`config.mk`:
```
export PLATFORM = sky130hd
export DESIGN_NAME = byte_budget_lru_with_cold_midpoint_flat
export DESIGN_NICKNAME = d
export VERILOG_FILES = /design/src/design/bblru_pkg.sv /design/src/design/bblru_if.sv /design/src/design/bblru_ram.sv /design/src/design/bblru_cfg.sv /design/src/design/bblru_core.sv /design/src/design/byte_budget_lru_with_cold_midpoint.sv /design/src/flat_wrapper.sv
export SDC_FILE = /design/constraint.sdc
export NUM_CORES = 2
export LEC_CHECK = 0
export ABC_AREA = 1
export ABC_CLOCK_PERIOD_IN_PS = 4800
export BUFFER_PORTS_ARGS = -buffer_cell sky130_fd_sc_hd__buf_2
export CORE_UTILIZATION = 40
export DETAILED_ROUTE_END_ITERATION = 12
export PLACE_DENSITY = 0.63
export SYNTH_ARGS = -nofsm -noshare
export SYNTH_HDL_FRONTEND = slang
export SYNTH_SLANG_ARGS = --single-unit
export TNS_END_PERCENT = 100
```
`constraint.sdc`:
```
create_clock -name clk_i -period 4.8 [get_ports clk_i]
set_input_delay 0 -clock clk_i [delete_from_list [all_inputs] [get_ports clk_i]]
set_output_delay 0 -clock clk_i [all_outputs]
set_load 0.05 [all_outputs]
```
`src/design/bblru_pkg.sv`:
```
// ----------------------------------------------------------------------------
// bblru_pkg
// Shared constants and types of the byte-budget recency queue.
// ----------------------------------------------------------------------------
package bblru_pkg;

  localparam int NUM_CHUNKS = 32;
  localparam int NODES      = NUM_CHUNKS + 1;
  localparam int NODE_W     = $clog2(NODES);
  localparam int CADDR_W    = $clog2(NUM_CHUNKS);
  localparam int CHUNK_W    = 5;
  localparam int SIZE_W     = 32;
  localparam int TOT_W      = 37;
  localparam int BUD_W      = 40;
  localparam int APB_AW     = 4;
  localparam int APB_DW     = 64;
  localparam int LINK_W     = 2 * NODE_W;

  localparam logic [NODE_W-1:0] HEAD = NODE_W'(NUM_CHUNKS);

  localparam logic [APB_AW-4:0] REG_BUDGET = '0;

  typedef enum logic [2:0] {
    EV_FILLED     = 3'd0,
    EV_PROMOTED   = 3'd1,
    EV_NOT_FAULT  = 3'd2,
    EV_EVICTED    = 3'd3,
    EV_DEMOTED    = 3'd4,
    EV_FORGOTTEN  = 3'd5,
    EV_FORGET_IGN = 3'd6
  } event_kind_e;

  typedef enum logic {
    CMD_TOUCH  = 1'b0,
    CMD_FORGET = 1'b1
  } command_e;

  typedef struct packed {
    logic [NODE_W-1:0] next;
    logic [NODE_W-1:0] prev;
  } link_t;

endpackage

```
`src/design/bblru_if.sv`:
```
// ----------------------------------------------------------------------------
// bblru_item_if / bblru_event_if
// Valid/ready channels for command items and result events.
// ----------------------------------------------------------------------------
interface bblru_item_if;
  logic        valid;
  logic        ready;
  logic        command;
  logic [4:0]  chunk_index;
  logic [31:0] chunk_bytes;

  modport source (output valid, command, chunk_index, chunk_bytes, input ready);
  modport sink   (input valid, command, chunk_index, chunk_bytes, output ready);
endinterface

interface bblru_event_if;
  logic        valid;
  logic        ready;
  logic [2:0]  event_kind;
  logic [4:0]  event_chunk;
  logic [36:0] total_resident;
  logic        last;

  modport source (output valid, event_kind, event_chunk, total_resident, last, input ready);
  modport sink   (input valid, event_kind, event_chunk, total_resident, last, output ready);
endinterface

```
`src/design/bblru_ram.sv`:
```
// ----------------------------------------------------------------------------
// bblru_ram
// Generic simple dual-port RAM with a registered read.
// ----------------------------------------------------------------------------
module bblru_ram #(
  parameter int WIDTH = 8,
  parameter int DEPTH = 32
) (
  input  logic                     clk_i,
  input  logic                     we_i,
  input  logic [$clog2(DEPTH)-1:0] waddr_i,
  input  logic [WIDTH-1:0]         wdata_i,
  input  logic [$clog2(DEPTH)-1:0] raddr_i,
  output logic [WIDTH-1:0]         rdata_o
);

  logic [WIDTH-1:0] mem [DEPTH];

  always_ff @(posedge clk_i) begin
    if (we_i) begin
      mem[waddr_i] <= wdata_i;
    end
    rdata_o <= mem[raddr_i];
  end

endmodule

```
`src/design/bblru_cfg.sv`:
```
// ----------------------------------------------------------------------------
// bblru_cfg
// APB register file holding the resident byte budget.
// ----------------------------------------------------------------------------
module bblru_cfg (
  input  logic                              clk_i,
  input  logic                              rst_ni,
  input  logic                              psel,
  input  logic                              penable,
  input  logic                              pwrite,
  input  logic [bblru_pkg::APB_AW-1:0]      paddr,
  input  logic [bblru_pkg::APB_DW-1:0]      pwdata,
  output logic [bblru_pkg::APB_DW-1:0]      prdata,
  output logic                              pready,
  output logic [bblru_pkg::BUD_W-1:0]       budget_o
);

  logic [bblru_pkg::BUD_W-1:0] budget_q;
  logic [bblru_pkg::APB_AW-4:0] reg_idx;

  assign reg_idx  = paddr[bblru_pkg::APB_AW-1:3];
  assign pready   = 1'b1;
  assign budget_o = budget_q;
  assign prdata   = (reg_idx == bblru_pkg::REG_BUDGET) ?
                    bblru_pkg::APB_DW'(budget_q) : '0;

  always_ff @(posedge clk_i or negedge rst_ni) begin
    if (!rst_ni) begin
      budget_q <= '0;
    end else if (psel && penable && pwrite && reg_idx == bblru_pkg::REG_BUDGET) begin
      budget_q <= pwdata[bblru_pkg::BUD_W-1:0];
    end
  end

endmodule

```
`src/design/bblru_core.sv`:
```
// ----------------------------------------------------------------------------
// bblru_core
// Sequencer that walks the linked recency queue held in RAM, with fills,
// promotions, evictions, demotions and forgets as read-modify-write steps.
// ----------------------------------------------------------------------------
module bblru_core (
  input  logic                        clk_i,
  input  logic                        rst_ni,
  input  logic [bblru_pkg::BUD_W-1:0] budget_i,
  bblru_item_if.sink                  item_i,
  bblru_event_if.source               event_o
);

  localparam int NW = bblru_pkg::NODE_W;
  localparam int CW = bblru_pkg::CADDR_W;
  localparam int TW = bblru_pkg::TOT_W;

  typedef enum logic [4:0] {
    ST_IDLE, ST_EMIT,
    ST_RM_RD, ST_RM_GOT, ST_RM_WP, ST_RM_RX, ST_RM_WX,
    ST_PU_RH, ST_PU_GH, ST_PU_WF, ST_PU_RH2, ST_PU_WH,
    ST_EV_CHK, ST_EV_GOT, ST_EV_DONE,
    ST_DM_CHK, ST_DM_GOT, ST_DM_RD, ST_DM_UPD,
    ST_FG_DONE
  } state_e;

  state_e state_q, em_ret_q, rm_ret_q;

  logic [bblru_pkg::NUM_CHUNKS-1:0] res_flag_q, cold_q;
  logic [bblru_pkg::NODES-1:0]      lk_vld_q;
  logic [NW-1:0] mid_q, c_q, tgt_q, p_q, x_q, first_q, lk_raddr_q;
  logic [TW-1:0] hot_q, res_q;
  logic [bblru_pkg::SIZE_W-1:0] csz_q;
  logic rm_drop_q, em_last_q;
  bblru_pkg::event_kind_e pend_kind_q;
  logic [bblru_pkg::CHUNK_W-1:0] pend_chunk_q;

  logic ov_q, out_last_q;
  bblru_pkg::event_kind_e out_kind_q;
  logic [bblru_pkg::CHUNK_W-1:0] out_chunk_q;
  logic [TW-1:0] out_total_q;

  logic lk_we;
  logic [NW-1:0] lk_waddr, lk_raddr;
  bblru_pkg::link_t lk_wdata, lk_rd;
  logic [bblru_pkg::LINK_W-1:0] lk_raw;
  logic sz_we;
  logic [CW-1:0] sz_waddr, sz_raddr;
  logic [bblru_pkg::SIZE_W-1:0] sz_rdata;

  logic [CW-1:0] in_c, tc, cc, mc;
  logic in_range, budget_on, emit_fire;

  assign in_c      = CW'(item_i.chunk_index);
  assign in_range  = int'(item_i.chunk_index) < bblru_pkg::NUM_CHUNKS;
  assign tc        = tgt_q[CW-1:0];
  assign cc        = c_q[CW-1:0];
  assign mc        = mid_q[CW-1:0];
  assign budget_on = budget_i != '0;
  assign emit_fire = (state_q == ST_EMIT) && (!ov_q || event_o.ready);

  assign lk_rd = lk_vld_q[lk_raddr_q] ? bblru_pkg::link_t'(lk_raw) :
                 bblru_pkg::link_t'{next: lk_raddr_q, prev: lk_raddr_q};

  assign item_i.ready           = (state_q == ST_IDLE);
  assign event_o.valid          = ov_q;
  assign event_o.event_kind     = out_kind_q;
  assign event_o.event_chunk    = out_chunk_q;
  assign event_o.total_resident = out_total_q;
  assign event_o.last           = out_last_q;

  always_comb begin
    lk_we    = 1'b0;
    lk_waddr = bblru_pkg::HEAD;
    lk_wdata = '{next: bblru_pkg::HEAD, prev: bblru_pkg::HEAD};
    lk_raddr = bblru_pkg::HEAD;
    sz_we    = 1'b0;
    sz_waddr = in_c;
    sz_raddr = tc;
    case (state_q)
      ST_IDLE: begin
        sz_we = item_i.valid && in_range && item_i.command == bblru_pkg::CMD_TOUCH &&
                !res_flag_q[in_c];
      end
      ST_RM_RD: begin
        lk_raddr = tgt_q;
      end
      ST_RM_GOT: begin
        lk_we    = 1'b1;
        lk_waddr = tgt_q;
        lk_wdata = '{next: tgt_q, prev: tgt_q};
        lk_raddr = lk_rd.prev;
      end
      ST_RM_WP: begin
        lk_we    = 1'b1;
        lk_waddr = p_q;
        lk_wdata = '{next: x_q, prev: lk_rd.prev};
      end
      ST_RM_RX: begin
        lk_raddr = x_q;
      end
      ST_RM_WX: begin
        lk_we    = 1'b1;
        lk_waddr = x_q;
        lk_wdata = '{next: lk_rd.next, prev: p_q};
      end
      ST_PU_GH: begin
        lk_we    = 1'b1;
        lk_waddr = c_q;
        lk_wdata = '{next: lk_rd.next, prev: bblru_pkg::HEAD};
        lk_raddr = lk_rd.next;
      end
      ST_PU_WF: begin
        lk_we    = 1'b1;
        lk_waddr = first_q;
        lk_wdata = '{next: lk_rd.next, prev: c_q};
      end
      ST_PU_WH: begin
        lk_we    = 1'b1;
        lk_waddr = bblru_pkg::HEAD;
        lk_wdata = '{next: c_q, prev: lk_rd.prev};
      end
      ST_DM_RD: begin
        lk_raddr = mid_q;
        sz_raddr = mc;
      end
      default: begin
      end
    endcase
  end

  bblru_ram #(.WIDTH(bblru_pkg::LINK_W), .DEPTH(bblru_pkg::NODES)) u_link_ram (
    .clk_i   (clk_i),
    .we_i    (lk_we),
    .waddr_i (lk_waddr),
    .wdata_i (lk_wdata),
    .raddr_i (lk_raddr),
    .rdata_o (lk_raw)
  );

  bblru_ram #(.WIDTH(bblru_pkg::SIZE_W), .DEPTH(bblru_pkg::NUM_CHUNKS)) u_size_ram (
    .clk_i   (clk_i),
    .we_i    (sz_we),
    .waddr_i (sz_waddr),
    .wdata_i (item_i.chunk_bytes),
    .raddr_i (sz_raddr),
    .rdata_o (sz_rdata)
  );

  always_ff @(posedge clk_i or negedge rst_ni) begin
    if (!rst_ni) begin
      state_q      <= ST_IDLE;
      em_ret_q     <= ST_IDLE;
      rm_ret_q     <= ST_IDLE;
      em_last_q    <= 1'b0;
      rm_drop_q    <= 1'b0;
      res_flag_q   <= '0;
      cold_q       <= '0;
      lk_vld_q     <= '0;
      mid_q        <= bblru_pkg::HEAD;
      hot_q        <= '0;
      res_q        <= '0;
      ov_q         <= 1'b0;
      lk_raddr_q   <= bblru_pkg::HEAD;
      c_q          <= '0;
      tgt_q        <= '0;
      p_q          <= '0;
      x_q          <= '0;
      first_q      <= '0;
      csz_q        <= '0;
      pend_kind_q  <= bblru_pkg::EV_NOT_FAULT;
      pend_chunk_q <= '0;
      out_kind_q   <= bblru_pkg::EV_NOT_FAULT;
      out_chunk_q  <= '0;
      out_total_q  <= '0;
      out_last_q   <= 1'b0;
    end else begin
      lk_raddr_q <= lk_raddr;
      if (lk_we) begin
        lk_vld_q[lk_waddr] <= 1'b1;
      end
      if (ov_q && event_o.ready && !emit_fire) begin
        ov_q <= 1'b0;
      end
      case (state_q)
        ST_IDLE: begin
          if (item_i.valid) begin
            c_q          <= NW'(item_i.chunk_index);
            tgt_q        <= NW'(item_i.chunk_index);
            csz_q        <= item_i.chunk_bytes;
            pend_chunk_q <= item_i.chunk_index;
            em_last_q    <= 1'b1;
            em_ret_q     <= ST_IDLE;
            if (item_i.command == bblru_pkg::CMD_FORGET) begin
              if (in_range && res_flag_q[in_c]) begin
                rm_drop_q <= 1'b1;
                rm_ret_q  <= ST_FG_DONE;
                state_q   <= ST_RM_RD;
              end else begin
                pend_kind_q <= bblru_pkg::EV_FORGET_IGN;
                state_q     <= ST_EMIT;
              end
            end else if (!in_range || (res_flag_q[in_c] && !cold_q[in_c])) begin
              pend_kind_q <= bblru_pkg::EV_NOT_FAULT;
              state_q     <= ST_EMIT;
            end else if (res_flag_q[in_c]) begin
              pend_kind_q <= bblru_pkg::EV_PROMOTED;
              rm_drop_q   <= 1'b0;
              rm_ret_q    <= ST_PU_RH;
              state_q     <= ST_RM_RD;
            end else begin
              pend_kind_q <= bblru_pkg::EV_FILLED;
              res_q       <= res_q + TW'(item_i.chunk_bytes);
              state_q     <= ST_PU_RH;
            end
          end
        end
        ST_EMIT: begin
          if (emit_fire) begin
            ov_q        <= 1'b1;
            out_kind_q  <= pend_kind_q;
            out_chunk_q <= pend_chunk_q;
            out_total_q <= res_q;
            out_last_q  <= em_last_q;
            state_q     <= em_ret_q;
          end
        end
        ST_RM_RD: state_q <= ST_RM_GOT;
        ST_RM_GOT: begin
          p_q <= lk_rd.prev;
          x_q <= lk_rd.next;
          if (mid_q == tgt_q) begin
            mid_q <= lk_rd.prev;
          end
          if (!cold_q[tc]) begin
            hot_q <= hot_q - TW'(sz_rdata);
          end
          if (rm_drop_q) begin
            res_q <= res_q - TW'(sz_rdata);
          end else begin
            csz_q <= sz_rdata;
          end
          res_flag_q[tc] <= 1'b0;
          state_q        <= ST_RM_WP;
        end
        ST_RM_WP: state_q <= ST_RM_RX;
        ST_RM_RX: state_q <= ST_RM_WX;
        ST_RM_WX: state_q <= rm_ret_q;
        ST_PU_RH: state_q <= ST_PU_GH;
        ST_PU_GH: begin
          first_q        <= lk_rd.next;
          res_flag_q[cc] <= 1'b1;
          cold_q[cc]     <= 1'b0;
          hot_q          <= hot_q + TW'(csz_q);
          if (mid_q == bblru_pkg::HEAD) begin
            mid_q <= c_q;
          end
          state_q <= ST_PU_WF;
        end
        ST_PU_WF:  state_q <= ST_PU_RH2;
        ST_PU_RH2: state_q <= ST_PU_WH;
        ST_PU_WH:  state_q <= ST_EV_CHK;
        ST_EV_CHK: begin
          if (budget_on && bblru_pkg::BUD_W'(res_q) > budget_i) begin
            state_q <= ST_EV_GOT;
          end else begin
            state_q <= ST_DM_CHK;
          end
        end
        ST_EV_GOT: begin
          if (lk_rd.prev == bblru_pkg::HEAD || lk_rd.prev == c_q) begin
            state_q <= ST_DM_CHK;
          end else begin
            tgt_q     <= lk_rd.prev;
            rm_drop_q <= 1'b1;
            rm_ret_q  <= ST_EV_DONE;
            em_last_q <= 1'b0;
            em_ret_q  <= ST_RM_RD;
            state_q   <= ST_EMIT;
          end
        end
        ST_EV_DONE: begin
          pend_kind_q  <= bblru_pkg::EV_EVICTED;
          pend_chunk_q <= bblru_pkg::CHUNK_W'(tgt_q);
          state_q      <= ST_EV_CHK;
        end
        ST_DM_CHK: begin
          if (budget_on && hot_q > (res_q >> 1)) begin
            state_q <= ST_DM_GOT;
          end else begin
            em_last_q <= 1'b1;
            em_ret_q  <= ST_IDLE;
            state_q   <= ST_EMIT;
          end
        end
        ST_DM_GOT: begin
          em_last_q <= (mid_q == bblru_pkg::HEAD || mid_q == lk_rd.next);
          em_ret_q  <= (mid_q == bblru_pkg::HEAD || mid_q == lk_rd.next) ? ST_IDLE : ST_DM_RD;
          state_q   <= ST_EMIT;
        end
        ST_DM_RD: state_q <= ST_DM_UPD;
        ST_DM_UPD: begin
          cold_q[mc]   <= 1'b1;
          hot_q        <= hot_q - TW'(sz_rdata);
          pend_kind_q  <= bblru_pkg::EV_DEMOTED;
          pend_chunk_q <= bblru_pkg::CHUNK_W'(mid_q);
          mid_q        <= lk_rd.prev;
          state_q      <= ST_DM_CHK;
        end
        ST_FG_DONE: begin
          pend_kind_q <= bblru_pkg::EV_FORGOTTEN;
          em_last_q   <= 1'b1;
          em_ret_q    <= ST_IDLE;
          state_q     <= ST_EMIT;
        end
        default: state_q <= ST_IDLE;
      endcase
    end
  end

  a_hot_le_res: assert property (@(posedge clk_i) disable iff (!rst_ni)
    hot_q <= res_q) else $error("hot bytes exceed resident bytes");

  a_empty_zero: assert property (@(posedge clk_i) disable iff (!rst_ni)
    state_q == ST_IDLE && res_flag_q == '0 |-> res_q == '0)
    else $error("empty queue holds bytes");

  a_mid_head_cold: assert property (@(posedge clk_i) disable iff (!rst_ni)
    mid_q == bblru_pkg::HEAD |-> hot_q == '0) else $error("hot bytes without midpoint");

endmodule

```
`src/design/byte_budget_lru_with_cold_midpoint.sv`:
```
// ----------------------------------------------------------------------------
// byte_budget_lru_with_cold_midpoint
// Byte-budget recency queue with a hot/cold midpoint and APB budget register.
// ----------------------------------------------------------------------------
// One item at a time: a new item is taken only in idle, once the final event
// of the last item has been loaded into the output register. A fill or
// promotion gives its result first, then one event per eviction and per
// demotion, the last one flagged; output stalls can hold each event.
// Reset clears flags and totals at once; link entries read as self-pointing
// until written, with no sweep.
module byte_budget_lru_with_cold_midpoint (
  input  logic                         clk_i,
  input  logic                         rst_ni,
  input  logic                         psel,
  input  logic                         penable,
  input  logic                         pwrite,
  input  logic [bblru_pkg::APB_AW-1:0] paddr,
  input  logic [bblru_pkg::APB_DW-1:0] pwdata,
  output logic [bblru_pkg::APB_DW-1:0] prdata,
  output logic                         pready,
  bblru_item_if.sink                   item_i,
  bblru_event_if.source                event_o
);

  logic [bblru_pkg::BUD_W-1:0] budget;

  bblru_cfg u_cfg (
    .clk_i    (clk_i),
    .rst_ni   (rst_ni),
    .psel     (psel),
    .penable  (penable),
    .pwrite   (pwrite),
    .paddr    (paddr),
    .pwdata   (pwdata),
    .prdata   (prdata),
    .pready   (pready),
    .budget_o (budget)
  );

  bblru_core u_core (
    .clk_i    (clk_i),
    .rst_ni   (rst_ni),
    .budget_i (budget),
    .item_i   (item_i),
    .event_o  (event_o)
  );

endmodule
```
`src/flat_wrapper.sv`:
```
// flat-port wrapper written by rule: the top's interface ports become plain ports
module byte_budget_lru_with_cold_midpoint_flat 
  (clk_i, rst_ni, psel, penable, pwrite, paddr, pwdata, prdata, pready, item_i_valid, item_i_command, item_i_chunk_index, item_i_chunk_bytes, item_i_ready, event_o_valid, event_o_event_kind, event_o_event_chunk, event_o_total_resident, event_o_last, event_o_ready);
  bblru_item_if item_i_i ();
  bblru_event_if event_o_i ();
  input  logic clk_i;
  input  logic rst_ni;
  input  logic psel;
  input  logic penable;
  input  logic pwrite;
  input  logic [bblru_pkg::APB_AW-1:0] paddr;
  input  logic [bblru_pkg::APB_DW-1:0] pwdata;
  output logic [bblru_pkg::APB_DW-1:0] prdata;
  output logic pready;
  input wire logic [$bits(item_i_i.valid)-1:0] item_i_valid;
  input wire logic [$bits(item_i_i.command)-1:0] item_i_command;
  input wire logic [$bits(item_i_i.chunk_index)-1:0] item_i_chunk_index;
  input wire logic [$bits(item_i_i.chunk_bytes)-1:0] item_i_chunk_bytes;
  output wire logic [$bits(item_i_i.ready)-1:0] item_i_ready;
  output wire logic [$bits(event_o_i.valid)-1:0] event_o_valid;
  output wire logic [$bits(event_o_i.event_kind)-1:0] event_o_event_kind;
  output wire logic [$bits(event_o_i.event_chunk)-1:0] event_o_event_chunk;
  output wire logic [$bits(event_o_i.total_resident)-1:0] event_o_total_resident;
  output wire logic [$bits(event_o_i.last)-1:0] event_o_last;
  input wire logic [$bits(event_o_i.ready)-1:0] event_o_ready;
  assign item_i_i.valid = item_i_valid;
  assign item_i_i.command = item_i_command;
  assign item_i_i.chunk_index = item_i_chunk_index;
  assign item_i_i.chunk_bytes = item_i_chunk_bytes;
  assign item_i_ready = item_i_i.ready;
  assign event_o_valid = event_o_i.valid;
  assign event_o_event_kind = event_o_i.event_kind;
  assign event_o_event_chunk = event_o_i.event_chunk;
  assign event_o_total_resident = event_o_i.total_resident;
  assign event_o_last = event_o_i.last;
  assign event_o_i.ready = event_o_ready;
  byte_budget_lru_with_cold_midpoint u_core (.clk_i(clk_i), .rst_ni(rst_ni), .psel(psel), .penable(penable), .pwrite(pwrite), .paddr(paddr), .pwdata(pwdata), .prdata(prdata), .pready(pready), .item_i(item_i_i), .event_o(event_o_i));
endmodule
```
==> results.rst <==
.. list-table::
   :header-rows: 1

   * - Metric
     - Value
   * - Reg2reg end
     - u_core.u_core.hot_q[26]
   * - Vias in the first global route
     - 59700
   * - Startpoint kind of the worst setup timing path
     - register
   * - Final-report hold violation count
     - 0
   * - Sequential share of power
     - 0.345
   * - Number of warnings reported in the yosys synthesis log
     - 0
   * - Pwr/cell area
     - 615 nW/um2
   * - Worst-path clk slew
     - 0.06 ns
   * - Clock tree from TritonCTS
     - built
   * - Number of cells on the worst reg-to-reg path
     - 21
   * - Met1 track demand over resource
     - 0.349
   * - Final weighted congestion in routability-driven placement
     - 0.945
   * - Number of primary I/O pins
     - 226
   * - Total leakage power
     - 36.8 nW
   * - Core footprint
     - 203000 um2
   * - Die boundary width
     - 455 um
   * - Detailed Route Iter0 Violations
     - 8235
   * - Arr. time, crit path
     - 5.16 ns
   * - Number of maximum-capacitance constraint violations
     - 0
   * - Proportion of power drawn by the clock network
     - 0.246
   * - Min-Delay Path Class
     - primary input to register
   * - Clock period minus final worst setup slack
     - 4.39 ns
   * - Post-DP HPWL
     - 157000 um
   * - Highest achievable clock rate
     - 228 MHz
   * - Setup Crit Path Kind
     - register to register
   * - Max-slew headroom at the worst pin
     - 0.0718
   * - Worst-case register-to-register setup slack
     - 0.41 ns
   * - Crit path from
     - u_core.u_core.state_q[2]
   * - Clock buffer depth
     - 3
   * - Required time of the worst setup path
     - 5.57 ns
   * - Post-synth ARST share
     - 0.194
   * - Status
     - complete, no violations
   * - Post-Route Hold Slack
     - 0.140 ns
   * - Top_reg_cell synth
     - sky130_fd_sc_hd__edfxtp_1
   * - Final worst path period share
     - 0.915
   * - Netlist Area Pre-Place
     - 82100 um2
   * - Final layout net count
     - 8398
   * - CTS sink cnt
     - 1817
   * - Met3 track utilization from global routing
     - 0.0462
   * - H-Tree Level Count
     - 4
   * - Wire length of the first global-routing pass
     - 384000 um
   * - Start of the worst register-to-register path
     - u_core.u_core.state_q[2]
   * - Net switching power
     - 0.0246 W
   * - Effective utilization at floorplan
     - 0.404
   * - Max Slew Vio Count
     - 0
   * - Sequential-to-total area share from yosys stat
     - 0.637
   * - Total length of routed wires
     - 260000 um
   * - Fraction of final layout cells sized beyond drive strength 1
     - 0.102
   * - Peak supply drop
     - 0.432 mV
   * - TritonRoute pass-1 iters
     - 6
   * - Detail-routed net length per standard cell
     - 23.7 um
   * - Chip Height
     - 455 um
   * - Final standard cell count with taps included and fillers excluded
     - 11000
   * - Vias per cell
     - 5.75
   * - Top Usage Layer GRT
     - met2
   * - Switching share of total power
     - 0.418
   * - Mapped Avg Cell Area
     - 10.6 um2
   * - Initial antenna violation count
     - 21
   * - Clock insertion delay at the later pin of the skew report
     - 0.86 ns
   * - Share of power burned in combinational logic
     - 0.409
   * - Cells after synthesis
     - 7730
   * - Maximum number of pins on one net before global-route repair
     - 182
   * - Actual transition at the worst max-transition pin
     - 1.39 ns
   * - Synth-to-layout area growth
     - 16.8%
   * - Area of the die
     - 207000 um2
   * - Remaining routing DRC violations
     - 0
   * - Critical Path Fanout Max
     - 25
   * - Met2 Track Usage GR
     - 0.380
   * - Flip-flop and latch count after synthesis
     - 1817
   * - GRT Total Usage
     - 0.245
   * - Final setup violation count
     - 0
   * - Internal power
     - 0.0343 W
   * - Placed cell count
     - 10400
   * - Standard-cell row count
     - 165
   * - Critical path endpoint
     - u_core.u_core.hot_q[26]
   * - CTS Buf Count
     - 185
   * - Number of distinct library cells after synthesis
     - 71
   * - Count of buffers from port buffering
     - 173
   * - Crit. End Element
     - register
   * - Worst-case clock skew
     - 0.0890 ns
   * - Root Buffer Master
     - sky130_fd_sc_hd__clkbuf_16
   * - DRT antenna net count
     - 0
   * - Via count
     - 63100
   * - Post-synth EDFFs
     - 1420
   * - Sum of overflow across all layers after global routing
     - 0
==> power groups by stage <==
| stage | registers [W] | logic (W) | clock network [W] |
|---|---|---|---|
| finish | 0.0203 | 0.0241 | 0.0145 |
| global route | 0.0204 | 0.0263 | 0.0152 |
| CTS | 0.0203 | 0.0238 | 0.0147 |
| detailed placement | 0.0206 | 0.0234 | 0 |
| global placement | 0.0206 | 0.0231 | 0 |
| floorplan | 0.0206 | 0.0148 | 0 |
==> synth_stat cells (all sizes together) (40+ instances only) <==
library cell / instances / area, um2
nor2: 903 / 3410
o22ai: 44 / 275
buf: 193 / 1180
dfrtp: 349 / 8730
o221ai: 229 / 2010
a21oi: 246 / 1240
clkbuf: 266 / 998
a22oi: 48 / 360
edfxtp: 1420 / 42600
inv: 790 / 2970
nand3: 551 / 2820
xor2: 40 / 350
a31oi: 83 / 519
o21ai: 994 / 4990
nor3: 66 / 340
dfxtp: 44 / 881
nand2: 872 / 3310
ha: 147 / 1840
nand4: 208 / 1320
xnor2: 41 / 359
==> critical path: stages (launching register included) <==
cell	delay [ns]
sky130_fd_sc_hd__dfrtp_1	0.41
sky130_fd_sc_hd__nor2_1	0.14
sky130_fd_sc_hd__nand2_1	0.12
sky130_fd_sc_hd__inv_1	0.11
sky130_fd_sc_hd__nand2_2	0.17
sky130_fd_sc_hd__buf_12	0.23
sky130_fd_sc_hd__nand2_1	0.06
sky130_fd_sc_hd__o21ai_0	0.11
sky130_fd_sc_hd__ha_1	0.24
sky130_fd_sc_hd__fa_1	0.42
sky130_fd_sc_hd__nand3_1	0.12
sky130_fd_sc_hd__nand3_1	0.15
sky130_fd_sc_hd__a21oi_1	0.28
sky130_fd_sc_hd__o21ai_0	0.17
sky130_fd_sc_hd__a21oi_1	0.30
sky130_fd_sc_hd__inv_1	0.10
sky130_fd_sc_hd__a21oi_1	0.19
sky130_fd_sc_hd__o21ai_0	0.18
sky130_fd_sc_hd__a21boi_0	0.33
sky130_fd_sc_hd__o21ai_0	0.16
sky130_fd_sc_hd__xnor2_1	0.14
sky130_fd_sc_hd__o21ai_0	0.17
==> per-layer routing <==
layer	part of all wire	routed length (um)
met1	0.43	111000
met2	0.45	117000
met3	0.094	24500
met4	0.028	7290
met5	0.00018	47
==> layout make-up <==
class / count / area (um2)
inverter: 792 / 2990
sequential: 1817 / 52400
fill: 18100 / 107000
clock buffer: 235 / 5000
clock inverter: 106 / 1120
antenna: 5 / 12.5
timing repair buffer: 655 / 5880
tap: 2672 / 3340
multi-input combinational: 4685 / 25200
==> kinds of logic (layout without fill, tap and decap cells) <==
logic type / after synthesis / in the layout / synth area share
xor+xnor: 81 / 81 / 0.00864
other cells: 2 / 30 / 0.0000914
buf+inv: 1251 / 1788 / 0.0628
flops: 1817 / 1817 / 0.637
simple gates: 2647 / 2647 / 0.140
mux: 12 / 12 / 0.00152
fa+ha+maj: 149 / 149 / 0.0229
compound gates: 1771 / 1771 / 0.127
==> worst min-delay path by stage <==
stage / start / end / slack [ns] / cells after the start
after floorplan: rst_ni / u_core.u_cfg.budget_o[0] / -0.30 / 0
after global routing: item_i_chunk_bytes[20] / u_core.u_core.u_size_ram.mem[30][20] / 0.12 / 2
after detailed placement: rst_ni / u_core.u_cfg.budget_o[5] / 0.03 / 1
after global placement: rst_ni / u_core.u_cfg.budget_o[4] / 0.02 / 1
after CTS: item_i_chunk_bytes[20] / u_core.u_core.u_size_ram.mem[30][20] / 0.09 / 2
final: item_i_chunk_bytes[20] / u_core.u_core.u_size_ram.mem[30][20] / 0.14 / 2
==> layout by cell type, fill, tap and decap left out, types with 66 or more instances in the layout <==
| cell type | netlist | final |
|---|---|---|
| sky130_fd_sc_hd__dlygate4sd3_1 | 0 | 214 |
| sky130_fd_sc_hd__buf_2 | 98 | 172 |
| sky130_fd_sc_hd__nor2_1 | 898 | 865 |
| sky130_fd_sc_hd__buf_12 | 1 | 66 |
| sky130_fd_sc_hd__nand3_1 | 544 | 541 |
| sky130_fd_sc_hd__clkbuf_16 | 0 | 186 |
| sky130_fd_sc_hd__a31oi_1 | 83 | 83 |
| sky130_fd_sc_hd__edfxtp_1 | 1420 | 1420 |
| sky130_fd_sc_hd__o21ai_0 | 933 | 927 |
| sky130_fd_sc_hd__buf_4 | 47 | 201 |
| sky130_fd_sc_hd__ha_1 | 147 | 147 |
| sky130_fd_sc_hd__nand2_1 | 863 | 860 |
| sky130_fd_sc_hd__dfrtp_1 | 349 | 349 |
| sky130_fd_sc_hd__nand4_1 | 206 | 206 |
| sky130_fd_sc_hd__o221ai_1 | 229 | 229 |
| sky130_fd_sc_hd__inv_1 | 766 | 764 |
| sky130_fd_sc_hd__a21oi_1 | 243 | 238 |
==> stage by stage <==
stage / total power (W) / TNS [ns] / instance area (um2) / util / worst slack [ns]
finish: 0.0590 / 0 / 95900 / 0.472 / 0.410
global route: 0.0619 / -0.00436 / 95900 / 0.472 / -0.00436
global placement: 0.0437 / 0 / 87600 / 0.431 / 0.189
floorplan: 0.0354 / 0 / 82200 / - / 0.593
CTS: 0.0587 / 0 / 95800 / 0.472 / 0.311
detailed placement: 0.0440 / 0 / 87600 / 0.431 / 0.199
==> state kept, by name, summed over array words and instances, names as in the netlist, 33 cells and up <==
name and cells:
u_core.u_cfg.budget_o 40, u_core.u_core.event_o.total_resident 37, u_core.u_core.hot_q 37, u_core.u_core.lk_vld_q 33, u_core.u_core.res_q 37, u_core.u_core.u_link_ram.mem 396
u_core.u_core.u_size_ram.mem 1024
==> repair_timing <==
item,in CTS,in global routing
hold endpoints to repair,1476,0
buffers inserted,0,1
gates resized for setup,0,7
hold buffers,215,0
endpoints found under the setup margin,0,2
No activity file was read; power rests on OpenSTA's default activity.
